==> config.mk <==
export PLATFORM = sky130hd
export DESIGN_NAME = fccw_fifo
export DESIGN_NICKNAME = d
export VERILOG_FILES = /design/src/rtl/fccw_pkg.sv /design/src/rtl/fccw_fifo.sv
export SDC_FILE = /design/constraint.sdc
export NUM_CORES = 1
export LEC_CHECK = 0
export ABC_AREA = 1
export BUFFER_PORTS_ARGS = -buffer_cell sky130_fd_sc_hd__buf_2
export CORE_AREA = 2 2 109 111
export DETAILED_ROUTE_END_ITERATION = 12
export DIE_AREA = 0 0 111 113
export GPL_TIMING_DRIVEN = 1
export PLACE_DENSITY = 0.74
export SLEW_MARGIN = 5
export SYNTH_ARGS = -nofsm -noshare
export SYNTH_HDL_FRONTEND = slang
export SYNTH_SLANG_ARGS = --single-unit
==> constraint.sdc <==
create_clock -name clk -period 4.11 [get_ports clk]
set_input_delay 0.822 -clock clk [delete_from_list [all_inputs] [get_ports clk]]
set_output_delay 0.822 -clock clk [all_outputs]
set_load 0.005 [all_outputs]
==> src/rtl/fccw_pkg.sv <==
`default_nettype none
// ----------------------------------------------------------------------------
// fccw_pkg
// Shared types and constants of the FAT12 cluster chain walker.
// ----------------------------------------------------------------------------
package fccw_pkg;

  localparam int TIDX_W     = 13;  // allocation table byte index
  localparam int BYTE_W     = 8;
  localparam int CLU_W      = 12;  // cluster number / count
  localparam int FBYTES_W   = 32;  // file size
  localparam int LBA_W      = 32;
  localparam int CFG_IDX_W  = 3;
  localparam int CFG_DATA_W = 16;
  localparam int DIV_W      = 33;  // divider dividend / quotient
  localparam int DIVR_W     = 13;  // divider divisor

  localparam int QUEUE_DEPTH = 2;

  localparam logic [CLU_W-1:0] ENTRY_MASK = 12'hFFF;
  localparam logic [CLU_W-1:0] COUNT_MAX  = 12'hFFF;

  // input modes
  localparam logic [1:0] MODE_LOAD  = 2'd0;
  localparam logic [1:0] MODE_START = 2'd1;
  localparam logic [1:0] MODE_ADV   = 2'd2;

  // register indexes
  localparam logic [CFG_IDX_W-1:0] REG_RESERVED    = 3'd0;
  localparam logic [CFG_IDX_W-1:0] REG_COPIES      = 3'd1;
  localparam logic [CFG_IDX_W-1:0] REG_TABLE_SECS  = 3'd2;
  localparam logic [CFG_IDX_W-1:0] REG_ROOT_ENTRY  = 3'd3;
  localparam logic [CFG_IDX_W-1:0] REG_SECTOR_BYTE = 3'd4;
  localparam logic [CFG_IDX_W-1:0] REG_CLUSTER_SEC = 3'd5;

  // register reset values
  localparam logic [15:0] RST_RESERVED    = 16'd1;
  localparam logic [7:0]  RST_COPIES      = 8'd2;
  localparam logic [15:0] RST_TABLE_SECS  = 16'd9;
  localparam logic [15:0] RST_ROOT_ENTRY  = 16'd224;
  localparam logic [12:0] RST_SECTOR_BYTE = 13'd512;
  localparam logic [7:0]  RST_CLUSTER_SEC = 8'd1;

  typedef enum logic [1:0] {
    OP_LOAD  = 2'd0,
    OP_START = 2'd1,
    OP_ADV   = 2'd2
  } op_t;

  typedef struct packed {
    op_t                 op;
    logic [TIDX_W-1:0]   table_index;
    logic [BYTE_W-1:0]   table_byte;
    logic [CLU_W-1:0]    start_cluster;
    logic [FBYTES_W-1:0] file_bytes;
  } q_entry_t;

  typedef struct packed {
    logic [15:0] reserved_sector_count;
    logic [7:0]  table_copies;
    logic [15:0] sectors_per_table;
    logic [15:0] root_entry_count;
    logic [12:0] sector_bytes;
    logic [7:0]  cluster_sectors;
  } cfg_t;

  typedef struct packed {
    logic              start;
    logic [DIV_W-1:0]  dividend;
    logic [DIVR_W-1:0] divisor;
  } div_req_t;

  typedef struct packed {
    logic             done;
    logic [DIV_W-1:0] quot;
  } div_rsp_t;

endpackage
`default_nettype wire

==> src/rtl/fccw_fifo.sv <==
`default_nettype none
// ----------------------------------------------------------------------------
// fccw_fifo
// Short command queue between the front and back parts.
// ----------------------------------------------------------------------------
module fccw_fifo (
  input  logic               clk,
  input  logic               rst_n,
  input  logic               push,
  input  fccw_pkg::q_entry_t push_data,
  output logic               full,
  input  logic               pop,
  output fccw_pkg::q_entry_t pop_data,
  output logic               empty
);
  import fccw_pkg::*;

  localparam int PTR_W = (QUEUE_DEPTH > 1) ? $clog2(QUEUE_DEPTH) : 1;
  localparam int CNT_W = $clog2(QUEUE_DEPTH + 1);

  q_entry_t         slot_r [QUEUE_DEPTH];
  logic [PTR_W-1:0] wr_ptr_r, wr_ptr_nxt;
  logic [PTR_W-1:0] rd_ptr_r, rd_ptr_nxt;
  logic [CNT_W-1:0] cnt_r, cnt_nxt;
  logic             do_push, do_pop;

  assign full     = cnt_r == CNT_W'(QUEUE_DEPTH);
  assign empty    = cnt_r == '0;
  assign do_push  = push && !full;
  assign do_pop   = pop && !empty;
  assign pop_data = slot_r[rd_ptr_r];

  always_comb begin
    wr_ptr_nxt = wr_ptr_r;
    rd_ptr_nxt = rd_ptr_r;
    cnt_nxt    = cnt_r;
    if (do_push) begin
      wr_ptr_nxt = (wr_ptr_r == PTR_W'(QUEUE_DEPTH - 1)) ? '0 : wr_ptr_r + 1'b1;
    end
    if (do_pop) begin
      rd_ptr_nxt = (rd_ptr_r == PTR_W'(QUEUE_DEPTH - 1)) ? '0 : rd_ptr_r + 1'b1;
    end
    if (do_push && !do_pop) begin
      cnt_nxt = cnt_r + 1'b1;
    end else if (do_pop && !do_push) begin
      cnt_nxt = cnt_r - 1'b1;
    end
  end

  always_ff @(posedge clk) begin
    if (!rst_n) begin
      wr_ptr_r <= '0;
      rd_ptr_r <= '0;
      cnt_r    <= '0;
    end else begin
      wr_ptr_r <= wr_ptr_nxt;
      rd_ptr_r <= rd_ptr_nxt;
      cnt_r    <= cnt_nxt;
    end
  end

  always_ff @(posedge clk) begin
    if (do_push) begin
      slot_r[wr_ptr_r] <= push_data;
    end
  end

endmodule
`default_nettype wire

Word level (Yosys, flattened, before mapping)
Memory sizes are Yosys's and may differ from the RTL's. A register that Yosys moved wholly into a read port is not among the register bits.
Cells that the tools add are included.
{ "word_totals": {"output_inout_bits": 69, "ramBits": 134, "memories": 1, "register_bits": 4} }
{ "classes": {"addsub": 4, "eq_ne": 1, "reduce_logical": 10, "n_mux": 8} }
{ "memory_table": {"columns": ["memory", "depth", "word_bits", "read_ports", "rd_ports_with_merged_regs", "write_ports", "line_no", "text"], "rows": [
  ["slot_r", 2, 67, 1, 1, 1, "fccw_fifo.sv:21", "q_entry_t slot_r [QUEUE_DEPTH];"]
]} }
{ "ops": {"columns": ["cell", "n"], "rows": [
  ["1-bit two-way mux", 6],
  ["1-bit logical AND", 4],
  ["1-bit logical NOT", 4],
  ["2-bit two-way mux", 2],
  ["1-bit adder (second input constant)", 2],
  ["2-bit by 1-bit adder with 2-bit output (second input constant)", 1],
  ["2-bit == test (second input constant)", 1],
  ["2-bit logical NOT", 1],
  ["2-bit nonzero test", 1],
  ["2-bit by 1-bit subtractor with 2-bit output (second input constant)", 1]
]} }

Depth between registers and ports, before layout
{ "depth": {"ltp_word": 7, "mapped_depth": 10, "ltp_nobuf": 10} }

Worst setup path after synthesis
OpenSTA, ideal clock, no wires.
{ "synth_path": {"kind": "in2reg", "from": "input push", "to": "memory slot_r[0][0] in the netlist's numbering (enable)", "stages": 2, "path_slack_ns": -0.160, "t_required_ns": 3.617, "setup_ns": 0.493, "t_arrival_ns": 3.777, "path_buffers": 0, "cell_sequence": "o21ai_0 nor2_1"} }
{ "synth_between": {"elab_chain_cells": 3} }
{ "synth_lines": {"columns": ["element", "line_no", "text"], "rows": [
  ["from (decl)", "fccw_fifo.sv:9", "input logic push,"],
  ["1-bit logical AND", "fccw_fifo.sv:29", "assign do_push = push && !full;"],
  ["1-bit two-way mux", "fccw_fifo.sv:63", "if (do_push) begin"],
  ["1-bit two-way mux (not written as such)", "fccw_fifo.sv:64", "slot_r[wr_ptr_r] <= push_data;"],
  ["to (decl)", "fccw_fifo.sv:21", null]
]} }
Every way passes these cells.

==> results_dict.tcl <==
set metrics [dict create \
    status "completed" \
    grt-busiest-layer "met2" \
    clock_power_share_pct 34.4 \
    ys_types 15 \
    ys_warn_count 0 \
    path_clk_slew_ns 0.05 \
    wl_mm 8.97 \
    powerDensity_nw_per_um2 620 \
    cts_setup_buffers 0 \
    chipWidth_um 111 \
    worstHoldPathCells 2 \
    maxCapViolCount 0 \
    mostFrequentLayoutCell "buf_2" \
    p_leak_nw 2.58 \
    tritoncts "built" \
    final-setup-viol-count 0 \
    worstSkewPairLatency_ns 0.40 \
    clock-sinks 139 \
    reg2reg_to "cnt_r[1]" \
    grt_pass1_vias 2804 \
    relSlewSlack_pct 28.6 \
    critPathCaptureType "primary output" \
    drcViolationCount 0 \
    required_ns 3.29 \
    hp-start "rd_ptr_r" \
    coreArea_um2 11300 \
    dp_hpwl_mm 5.94 \
    grt.met2_usage_pct 25.1 \
    synthTopCellsByArea "edfxtp_1 78%, mux2_4 8.7%, mux2_2 8.0%, dfxtp_1 1.9%, nor2_1 0.80%" \
    r2r_slack_ns 2.01 \
    hp-class "register to register" \
    ios 140 \
    htreeDepth 4 \
    fmax_mhz 346 \
    power.share.switching_pct 23.8 \
    arrival_ns 2.07 \
    cts_buffers 17 \
    synth_top_area_share_pct 77.6 \
    switchingPower_w 0.000974 \
    grt_use_met1_pct 16.9 \
    rsz0062_at_grt "no" \
    portBuffers 139 \
    crit_type "register to primary output" \
    seq_area_frac_synth_pct 79.5 \
    vias 2667 \
    fill_cells 866 \
    fp.dieH_um 113 \
    cts_resized 0 \
    fin_nets 473 \
    drt_pre_antenna_iters 4 \
    grt-ovfl-total 0 \
    ant_nets 0 \
    r2r_start "cnt_r[1]" \
    clk_root_buffer_cell "clkbuf_16" \
    initial_core_util_pct 46.0 \
    synth_largest_area_cell "edfxtp_1" \
    clk_path_buf_depth 2 \
    antenna_found_initial 0 \
    grt_pass1_wl_mm 14.0 \
    die_area_um2 12500 \
    path_max_fanout 67 \
    synth_nets 318 \
    syn_inst 246 \
    diodes 0 \
    first_iter_violations 93 \
    final_cell_mix "139 x buf_2, 134 x edfxtp_1, 37 x mux2_2, 30 x mux2_4, 17 x clkbuf_16" \
    multi_input_area_um2 990 \
    pwr-share-comb_pct 18.5 \
    regArea_um2 4130 \
    p_int_w 0.00313 \
    hold_violations 0 \
    syn_avg_cell_area_um2 21.1 \
    fin_crit_sh_pct 70.3 \
    track_usage_pct 14.8 \
    grt_max_degree 68 \
    worst_r2r_path_depth 9 \
    startpoint_type "register" \
    postLayoutCellArea_um2 6610 \
    wl_per_cell_um 16.1 \
    via_per_inst 4.79 \
    maxSlewViolCount 0 \
    synth_area_um2 5190 \
    skew_ns 0.00654 \
    ys_ff_latch 139 \
    syn_to_final_growth_pct 27.4 \
    tightest_slew_ns 1.07 \
    sequentialPowerShare_pct 47.1 \
    drive_above_1_share_pct 58.0 \
    final_util_pct 58.7 \
    dpl_cell_area_um2 6060 \
    timing.final.crit_period_ns 2.89 \
    peakVddDrop_v 0.000316 \
    hold_buffers 0 \
    use_met3_pct 6.53 \
    fp-row-count 39 \
    globalplace.congestion 0.715 \
]
## metal layers
metal / share of wire [%] / up-vias / wire length (um)
li1: - / 1263 / -
met3: 7.8 / 9 / 703
met5: 0 / - / 0
met4: 0.96 / 0 / 86
met1: 40 / 1285 / 3600
met2: 51 / 110 / 4580
## worst max path at each step
stage	cells after the start	start	slack, ns	to
2_1_floorplan	2	push	-0.16	slot_r[0][0]
3_3_place_gp	2	register	1.64	pop_data[6]
3_5_place_dp	2	register	1.64	pop_data[46]
4_1_cts	2	register	1.20	pop_data[5]
5_1_grt	2	register	1.12	pop_data[10]
6_report	2	register	1.22	pop_data[59]
## synth_stat cells
library cell / count
mux2_4: 30
nand4_1: 1
nor2_1: 11
dfxtp_1: 5
buf_2: 3
o21ai_0: 3
nand2_1: 6
a21oi_1: 1
nand3_1: 1
inv_1: 9
mux2_2: 37
edfxtp_1: 134
buf_6: 3
buf_4: 1
ha_1: 1
## metrics by stage
| stage | power (W) | TNS (ns) | setup WS (ns) | cells | hold WS (ns) |
|---|---|---|---|---|---|
| floorplan | 0.00241 | -21.45 | -0.160 | 246 | 0.467 |
| global route | 0.00430 | 0 | 1.12 | 557 | 0.555 |
| CTS | 0.00416 | 0 | 1.20 | 557 | 0.518 |
| finish | 0.00410 | 0 | 1.22 | 557 | 0.522 |
| detailed placement | 0.00274 | 0 | 1.64 | 525 | 0.500 |
| global placement | 0.00270 | 0 | 1.64 | 525 | 0.482 |
## cell families after synthesis
logic type,count (synthesis),synth area share (%)
multiplexers,67,16.7
AO/OA/AOI/OAI,4,0.386
adder cells (fa/ha/maj),1,0.241
buffers and inverters,16,1.74
AND/OR/NAND/NOR,19,1.45
flip-flops,139,79.5
## power groups by stage
stage / Sequential (W) / Clock (W) / Combinational, W
floorplan: 0.00188 / 0 / 0.000534
global placement: 0.00195 / 0 / 0.000755
detailed placement: 0.00196 / 0 / 0.000774
CTS: 0.00194 / 0.00144 / 0.000778
global route: 0.00196 / 0.00151 / 0.000836
finish: 0.00193 / 0.00141 / 0.000760
## flip-flops by register name, summed over array words and instances, names as in the netlist, named ones only
name and cells:
cnt_r 2, rd_ptr_r 1, slot_r 134, wr_ptr_r 1
## layout make-up
type                    instances  share of cell area (%)
clock buffers                  23                    6.93
clock inverters                 9                    1.48
inverters                       9                   0.511
multi-input cells              91                    15.0
flip-flops and latches        139                    62.4
well taps                     143                    2.71
repair buffers                143                    11.0
## critical path: stages, from the launching register on
cell and delay, ns:
dfxtp_4 1.00, mux2_2 0.43, buf_2 0.13
(Power assumes the default switching activity.)
