## config.mk

```make
export PLATFORM = sky130hd
export DESIGN_NAME = fccw_div
export DESIGN_NICKNAME = d
export VERILOG_FILES = /design/src/rtl/fccw_pkg.sv /design/src/rtl/fccw_div.sv
export SDC_FILE = /design/constraint.sdc
export NUM_CORES = 1
export LEC_CHECK = 0
export BUFFER_PORTS_ARGS = -buffer_cell sky130_fd_sc_hd__buf_2
export CORE_ASPECT_RATIO = 1.5
export CORE_UTILIZATION = 46
export CTS_CLUSTER_DIAMETER = 50
export DETAILED_ROUTE_END_ITERATION = 10
export GPL_TIMING_DRIVEN = 1
export PLACE_DENSITY = 0.67
export SLEW_MARGIN = 25
export SYNTH_ARGS = -nofsm -noshare
export SYNTH_HDL_FRONTEND = slang
export SYNTH_SLANG_ARGS = --single-unit
```

## constraint.sdc

```tcl
create_clock -name clk -period 3.6 [get_ports clk]
set_clock_uncertainty 0.05 [all_clocks]
set_input_delay 0.72 -clock clk [delete_from_list [all_inputs] [get_ports clk]]
set_output_delay 0.72 -clock clk [all_outputs]
set_load 0.02 [all_outputs]
```

## src/rtl/fccw_pkg.sv

```systemverilog
`default_nettype none
// ----------------------------------------------------------------------------
// fccw_pkg
// Shared types and constants of the FAT12 cluster chain walker.
// ----------------------------------------------------------------------------
package fccw_pkg;

  localparam int TIDX_W     = 13;  // allocation table byte index
  localparam int BYTE_W     = 8;
  localparam int CLU_W      = 12;  // cluster number / count
  localparam int FBYTES_W   = 32;  // file size
  localparam int LBA_W      = 32;
  localparam int CFG_IDX_W  = 3;
  localparam int CFG_DATA_W = 16;
  localparam int DIV_W      = 33;  // divider dividend / quotient
  localparam int DIVR_W     = 13;  // divider divisor

  localparam int QUEUE_DEPTH = 2;

  localparam logic [CLU_W-1:0] ENTRY_MASK = 12'hFFF;
  localparam logic [CLU_W-1:0] COUNT_MAX  = 12'hFFF;

  // input modes
  localparam logic [1:0] MODE_LOAD  = 2'd0;
  localparam logic [1:0] MODE_START = 2'd1;
  localparam logic [1:0] MODE_ADV   = 2'd2;

  // register indexes
  localparam logic [CFG_IDX_W-1:0] REG_RESERVED    = 3'd0;
  localparam logic [CFG_IDX_W-1:0] REG_COPIES      = 3'd1;
  localparam logic [CFG_IDX_W-1:0] REG_TABLE_SECS  = 3'd2;
  localparam logic [CFG_IDX_W-1:0] REG_ROOT_ENTRY  = 3'd3;
  localparam logic [CFG_IDX_W-1:0] REG_SECTOR_BYTE = 3'd4;
  localparam logic [CFG_IDX_W-1:0] REG_CLUSTER_SEC = 3'd5;

  // register reset values
  localparam logic [15:0] RST_RESERVED    = 16'd1;
  localparam logic [7:0]  RST_COPIES      = 8'd2;
  localparam logic [15:0] RST_TABLE_SECS  = 16'd9;
  localparam logic [15:0] RST_ROOT_ENTRY  = 16'd224;
  localparam logic [12:0] RST_SECTOR_BYTE = 13'd512;
  localparam logic [7:0]  RST_CLUSTER_SEC = 8'd1;

  typedef enum logic [1:0] {
    OP_LOAD  = 2'd0,
    OP_START = 2'd1,
    OP_ADV   = 2'd2
  } op_t;

  typedef struct packed {
    op_t                 op;
    logic [TIDX_W-1:0]   table_index;
    logic [BYTE_W-1:0]   table_byte;
    logic [CLU_W-1:0]    start_cluster;
    logic [FBYTES_W-1:0] file_bytes;
  } q_entry_t;

  typedef struct packed {
    logic [15:0] reserved_sector_count;
    logic [7:0]  table_copies;
    logic [15:0] sectors_per_table;
    logic [15:0] root_entry_count;
    logic [12:0] sector_bytes;
    logic [7:0]  cluster_sectors;
  } cfg_t;

  typedef struct packed {
    logic              start;
    logic [DIV_W-1:0]  dividend;
    logic [DIVR_W-1:0] divisor;
  } div_req_t;

  typedef struct packed {
    logic             done;
    logic [DIV_W-1:0] quot;
  } div_rsp_t;

endpackage
`default_nettype wire

```

## src/rtl/fccw_div.sv

```systemverilog
`default_nettype none
// ----------------------------------------------------------------------------
// fccw_div
// Restoring divider, one quotient bit per cycle.
// ----------------------------------------------------------------------------
module fccw_div (
  input  logic               clk,
  input  logic               rst_n,
  input  fccw_pkg::div_req_t req,
  output fccw_pkg::div_rsp_t rsp
);
  import fccw_pkg::*;

  localparam int CNT_W = $clog2(DIV_W + 1);

  logic              busy_r;
  logic              done_r;
  logic [CNT_W-1:0]  cnt_r;
  logic [DIVR_W-1:0] rem_r;
  logic [DIVR_W-1:0] dsor_r;
  logic [DIV_W-1:0]  dvd_r;   // dividend shifts out, quotient shifts in
  logic [DIVR_W:0]   trial;
  logic              ge;
  logic [DIVR_W-1:0] rem_step;

  assign trial    = {rem_r, dvd_r[DIV_W-1]};
  assign ge       = trial >= {1'b0, dsor_r};
  assign rem_step = ge ? DIVR_W'(trial - {1'b0, dsor_r}) : trial[DIVR_W-1:0];

  always_ff @(posedge clk) begin
    if (!rst_n) begin
      busy_r <= 1'b0;
      done_r <= 1'b0;
      cnt_r  <= '0;
    end else begin
      done_r <= 1'b0;
      if (req.start) begin
        busy_r <= 1'b1;
        cnt_r  <= CNT_W'(DIV_W);
      end else if (busy_r) begin
        cnt_r <= cnt_r - 1'b1;
        if (cnt_r == CNT_W'(1)) begin
          busy_r <= 1'b0;
          done_r <= 1'b1;
        end
      end
    end
  end

  always_ff @(posedge clk) begin
    if (req.start) begin
      rem_r  <= '0;
      dvd_r  <= req.dividend;
      dsor_r <= req.divisor;
    end else if (busy_r) begin
      rem_r <= rem_step;
      dvd_r <= {dvd_r[DIV_W-2:0], ge};
    end
  end

  assign rsp.done = done_r;
  assign rsp.quot = dvd_r;

endmodule
`default_nettype wire

```

Yosys cells after proc, flatten, opt, wreduce, memory -nomap -nowiden. Cells that the tools add are included.

Register bits after elaboration: 67. Input bits: 49. Output and inout port bits: 34. Logic and storage cells: 25.

Add/sub/neg operators: 2. Magnitude comparators: 1. Equality and inequality tests: 1. Multiplexer cells: 9. Bitwise gates (word level): 2. Reduce and logical (&&, ||, !) cells: 3.

Operators with widths (count): two-way mux 33 bit (2); >= comparator 14 x 13 -> 1 bit (1); two-way mux 13 bit (1); subtractor 13 bit (1); two-way mux 6 bit (2); equality test 6 x 1 -> 1 bit, second input constant (1); subtractor 6 x 1 -> 6 bit, second input constant (1); two-way mux 1 bit (4); OR reduction 3 bit (1); NOT 1 bit (2); nonzero test 2 bit (1); OR reduction 2 bit (1).

Longest topological paths before layout.
Depth after elaboration: 4. Depth in mapped cells: 11. Mapped depth without buffers: 10.

Worst setup path before layout. No wires, ideal clock.

Path type: flip-flop to flip-flop. Start: reg dvd_r[32]. End: reg dvd_r[0] (data pin). Library setup time: 0.260 ns. Data arrival time: 2.438 ns. Data required time: 3.290 ns. Path slack: 0.853 ns. Stages on the path, launching flop included: 12. Path buffers: 1. Clock period less this slack: 2.747 ns. Cells stage by stage: edfxtp_1 inv_1 ha_1 inv_1 fa_1 a211oi_2 o21ai_2 a31oi_2 a21o_1 buf_6 nand2_1 mux2_2.

Cells in the longest elaborated chain, start to end: 3.

Ends and longest elaborated chain: start, declared (RTL line fccw_div.sv:21) `logic [DIV_W-1:0] dvd_r;`; start signal, assigned (RTL line fccw_div.sv:53) `dvd_r <= req.dividend;`; start signal, assigned (RTL line fccw_div.sv:57) `dvd_r <= {dvd_r[DIV_W-2:0], ge};`; >= comparator 14 x 13 -> 1 bit (RTL line fccw_div.sv:27) `assign ge = trial >= {1'b0, dsor_r};`; two-way mux 33 bit (RTL line fccw_div.sv:55) `end else if (busy_r) begin`; two-way mux 33 bit (RTL line fccw_div.sv:51) `if (req.start) begin`.

Every way passes these cells. The select of a mux whose other input is x is not followed. A chain may end at the register's enable or synchronous reset.

Worst setup path in the final report. Ends and elaborated chain as after synthesis.

==> results.md <==
Setup path:
- STA puts the critical path data required time at 3.64 ns.
- The largest single stage delay on the critical path is between 0.4 and 0.5 ns.
- The critical path goes through inv_1 -> ha_1 -> inv_1 -> fa_1 -> a211oi_2 -> o21ai_2 -> a31oi_2 -> a21o_1 -> nand2_1 -> mux2_2.
- The worst-path cell with the longest stage delay is sky130_fd_sc_hd__fa_1.
- The startpoint-to-endpoint class of the critical path is reg -> reg.
- The top fanout value on the critical path is 11.
- Counting stages on the worst path, the most repeated cell is sky130_fd_sc_hd__inv_1.
- The capturing element type of the critical path is a flip-flop.
- Data arrives at the worst endpoint at about 3.0 ns.
- The worst setup path is launched from a flip-flop.

Logic synthesis:
- Of the total synthesized cell area, the portion taken by AND, OR, NAND and NOR gates is 9.834%.
- The xor and xnor area share after synthesis is 3.352%.
- The proportion of synthesized chip area in sequential cells is a little over half.
- The netlist area before placement is about 3400 µm².
- The synthesized design contains 46 enable-type register cells.
- The most frequently used flop master after synthesis is sky130_fd_sc_hd__edfxtp_1.
- A synthesized cell averages between 10 and 15 µm².
- The number of different library cells used by synthesis comes to 46.
- Summing the areas of all compound-gate instances in the mapped netlist gives 12.78% of the synthesized area.
- After technology mapping, the gate count stands at between 200 and 300.
- The main combinational cell family by area after synthesis is compound AO/OA/AOI/OAI gates.
- The post-synthesis sequential element count is 67.
- The share of cell area taken by muxes after synthesis is a little over a tenth.
- The net count after synthesis is approximately 360.
- The proportion of synthesized flip-flops having asynchronous set or reset is 0%.
- The share of synthesized cell area in full adder, half adder and majority cells is under 10%.
- The Yosys warning count is 0.

STA:
- Setup repair after global routing left no endpoint under its margin.
- The clock period could shrink to 2.934 ns.
- Setup violations remaining at the end of the flow were counted as 0.
- The post-route setup TNS is 0 ns.
- The final critical path takes up roughly 80% of the cycle.
- Based on the critical path, the design can be clocked at up to ~340 MHz.
- The transition time at the pin with the least slew margin is around 0.55 ns.
- The number of hold violations in the final report came to 0.
- The relative max-transition margin is about 64%.
- The number of slew-limit violations in the final report is 0.

Global route:
- The first global-routing pass estimated between 10000 and 15000 µm of wire.
- The number of global-route vias before repair is 2597.
- The remaining global-route overflow is 0.
- The largest net degree at the start of global routing is 36.
- The total track usage is 20.48%.
- The number of antenna violations at the first check in global routing is 0.

Die:
- The row count is 38.
- The initial utilization of the core area, before any placement, comes to roughly 47%.
- The number of top-level pins is slightly above 80.
- The area of the core region is between 7000 and 8000 µm².
- The area of the die is just under 8000 µm².
- The chip width is between 70 and 80 µm.
- The floorplan step set the die height to 107.3 µm.

Final layout:
- Leaving out fill and tap cells, the most frequent cell in the layout is sky130_fd_sc_hd__buf_2.
- From synthesis to final layout, the design area changed by 19.52%.
- Leaving out fill and tap cells, the most frequent cells in the layout are 82 x sky130_fd_sc_hd__buf_2, 46 x sky130_fd_sc_hd__edfxtp_1, 33 x sky130_fd_sc_hd__mux2_2.
- The proportion of layout cells with a drive suffix above 1 is between 30% and 40%.
- 0 antenna diodes ended up in the layout.
- At the end of the flow, the number of nets in the layout was roughly 440.
- Fill cells in the final layout number ~630.

Clocking:
- Clock-pin slew was measured on the worst setup and hold paths at around 0.070 ns.
- The total clock buffers created by CTS is 9.
- In this run, post-CTS repair resized a total of 0 instances.
- In this run, post-CTS hold repair placed 0 buffers.
- The clock latency at the later pin of the worst-skew pair is 0.34 ns.
- The TritonCTS clock tree is yes.
- Once the clock tree was built, the setup fixing pass inserted 0 buffers.
- The H-tree generated during clock tree synthesis spans 3 levels.
- No sink is reached through more buffers than the 2 on the longest clock path.
- The total clock sinks is 67.
- Clock tree synthesis selected as its root buffer the cell sky130_fd_sc_hd__clkbuf_8.

Power:
- Combinational logic burns a little over a fifth of the power.
- Internal power comes to 1341 µW.
- Summed over all nets, the switching power comes to between 500 and 600 µW.
- The power density over the cells is between 400 and 500 nW/µm².
- IR analysis of the VDD net gives a maximum drop of between 300 and 400 µV.
- The static leakage power is ~0.0017 µW.
- The share of power burned in the clock network is roughly 28%.
- Net switching is approximately 28% of the power.
- The completed layout was analyzed and its total power is 1864 µW.
- Registers are responsible for between 50% and 60% of the overall power.

Drt:
- In this run the remaining antenna-violating nets after routing total 0.
- The number of search-and-repair iterations in the first detailed-routing pass is 4.
- The via count of the routed design is ~2.6k.
- After detailed routing, the number of remaining DRC violations is 0.
- The average routed wire per standard cell is roughly 15 µm.
- The total length of routed wires is 7223 µm.
- The routed via count divided by cell count is about 5.4.
- The detailed router's first-iteration violation count is between 150 and 200.

Placed design:
- During placement, the flow inserted port buffers numbering roughly 80.
- Detailed placement ended at an HPWL of between 5000 and 6000 µm.
- At the end of routability-driven placement, the weighted congestion stood at around 0.83.

Hold path:
- The worst hold-check path type is reg -> reg.

Run:
- The tool flagged a number of max-cap violations equal to 0.

Outcome:
- The flow ran to the end, and the final reports show no timing, DRC or antenna violations.
synthesized netlist by cell type, types with 3 or more instances:
cell type / n / area, µm²
sky130_fd_sc_hd__xor2_1: 4 / 35.03
sky130_fd_sc_hd__clkbuf_1: 9 / 33.78
sky130_fd_sc_hd__nand3_1: 10 / 50.05
sky130_fd_sc_hd__nor4_1: 3 / 18.77
sky130_fd_sc_hd__inv_1: 19 / 71.32
sky130_fd_sc_hd__dfxtp_1: 21 / 420.4
sky130_fd_sc_hd__a21o_1: 5 / 37.54
sky130_fd_sc_hd__a21oi_1: 12 / 60.06
sky130_fd_sc_hd__nor3_1: 9 / 45.04
sky130_fd_sc_hd__xnor2_1: 9 / 78.83
sky130_fd_sc_hd__nor2_1: 19 / 71.32
sky130_fd_sc_hd__o211ai_1: 7 / 52.55
sky130_fd_sc_hd__or3_1: 4 / 25.02
sky130_fd_sc_hd__o21ai_0: 8 / 40.04
sky130_fd_sc_hd__a211oi_1: 3 / 22.52
sky130_fd_sc_hd__ha_1: 15 / 187.7
sky130_fd_sc_hd__o21a_1: 3 / 22.52
sky130_fd_sc_hd__mux2_2: 33 / 371.6
sky130_fd_sc_hd__a311oi_1: 6 / 52.55
sky130_fd_sc_hd__edfxtp_1: 46 / 1381
sky130_fd_sc_hd__nand2_1: 17 / 63.81
state kept, by name, summed over array words and instances (netlist names):
name    cells
dvd_r      33
dsor_r     13
rem_r      13
cnt_r       6
busy_r      1
done_r      1
cells by family (layout without fill, tap and decap cells):
| kind of cell | Yosys count | count (layout) |
|---|---|---|
| fa+ha+maj | 16 | 16 |
| xor+xnor | 13 | 13 |
| mux | 33 | 33 |
| simple gates | 71 | 71 |
| compound gates | 60 | 60 |
| flops | 67 | 67 |
| buf+inv | 32 | 121 |
critical path, delay by kind of cell, from the launching register on:
kind                       cells  cell delay, ns
adders and majority gates      2            0.60
muxes                          1            0.27
buffers and inverters          2            0.14
AOI/OAI and AO/OA              4            1.13
and+or+nand+nor                1            0.12
DFF                            1            0.38
stage by stage:
stage               std cells  hold WS, ns  instance area (µm²)  util, %  setup slack [ns]
floorplan                 292       0.4040                 3397        -            0.8525
global placement          465       0.4294                 3900    54.32            0.7475
detailed placement        465       0.4473                 3900    54.32            0.6590
finish                    481       0.4494                 4060    56.55            0.6655
global route              481       0.4739                 4060    56.55            0.4708
CTS                       481       0.4571                 4060    56.55            0.6518
area by class of cell:
cell class | instances | area (µm²) | area share, %
inverter | 19 | 71.32 | 1.757
timing repair buffer | 86 | 440.4 | 10.85
multi-input combinational | 193 | 1461 | 35.99
clock buffer | 16 | 160.2 | 3.945
tap | 100 | 125.1 | 3.082
sequential | 67 | 1802 | 44.38
metal layers:
metal	part of all wire, %	up-vias	track usage [%]
li1	-	1254	-
met1	39	1235	23.56
met2	53	85	34.25
met3	5.6	13	6.461
met4	2.5	0	9.384
met5	0	-	0
power groups by stage:
stage	clock, µW	sequential (µW)	combinational (µW)
after floorplan	0	1000	223
final	531	941	391
after detailed placement	0	957	392
after CTS	552	943	393
after global routing	579	950	429
after global placement	0	956	386
path summary, 6_finish.rpt:
kind,from,to,slack (ns),cells past startpoint
worst max-delay path,dvd_r[32],dvd_r[0],0.67,10
worst min-delay path,rem_r[12],rem_r[12],0.45,2
worst max register to register,dvd_r[32],dvd_r[0],0.67,10
worst min register to register,rem_r[12],rem_r[12],0.45,2
(Power assumes the default switching activity.)
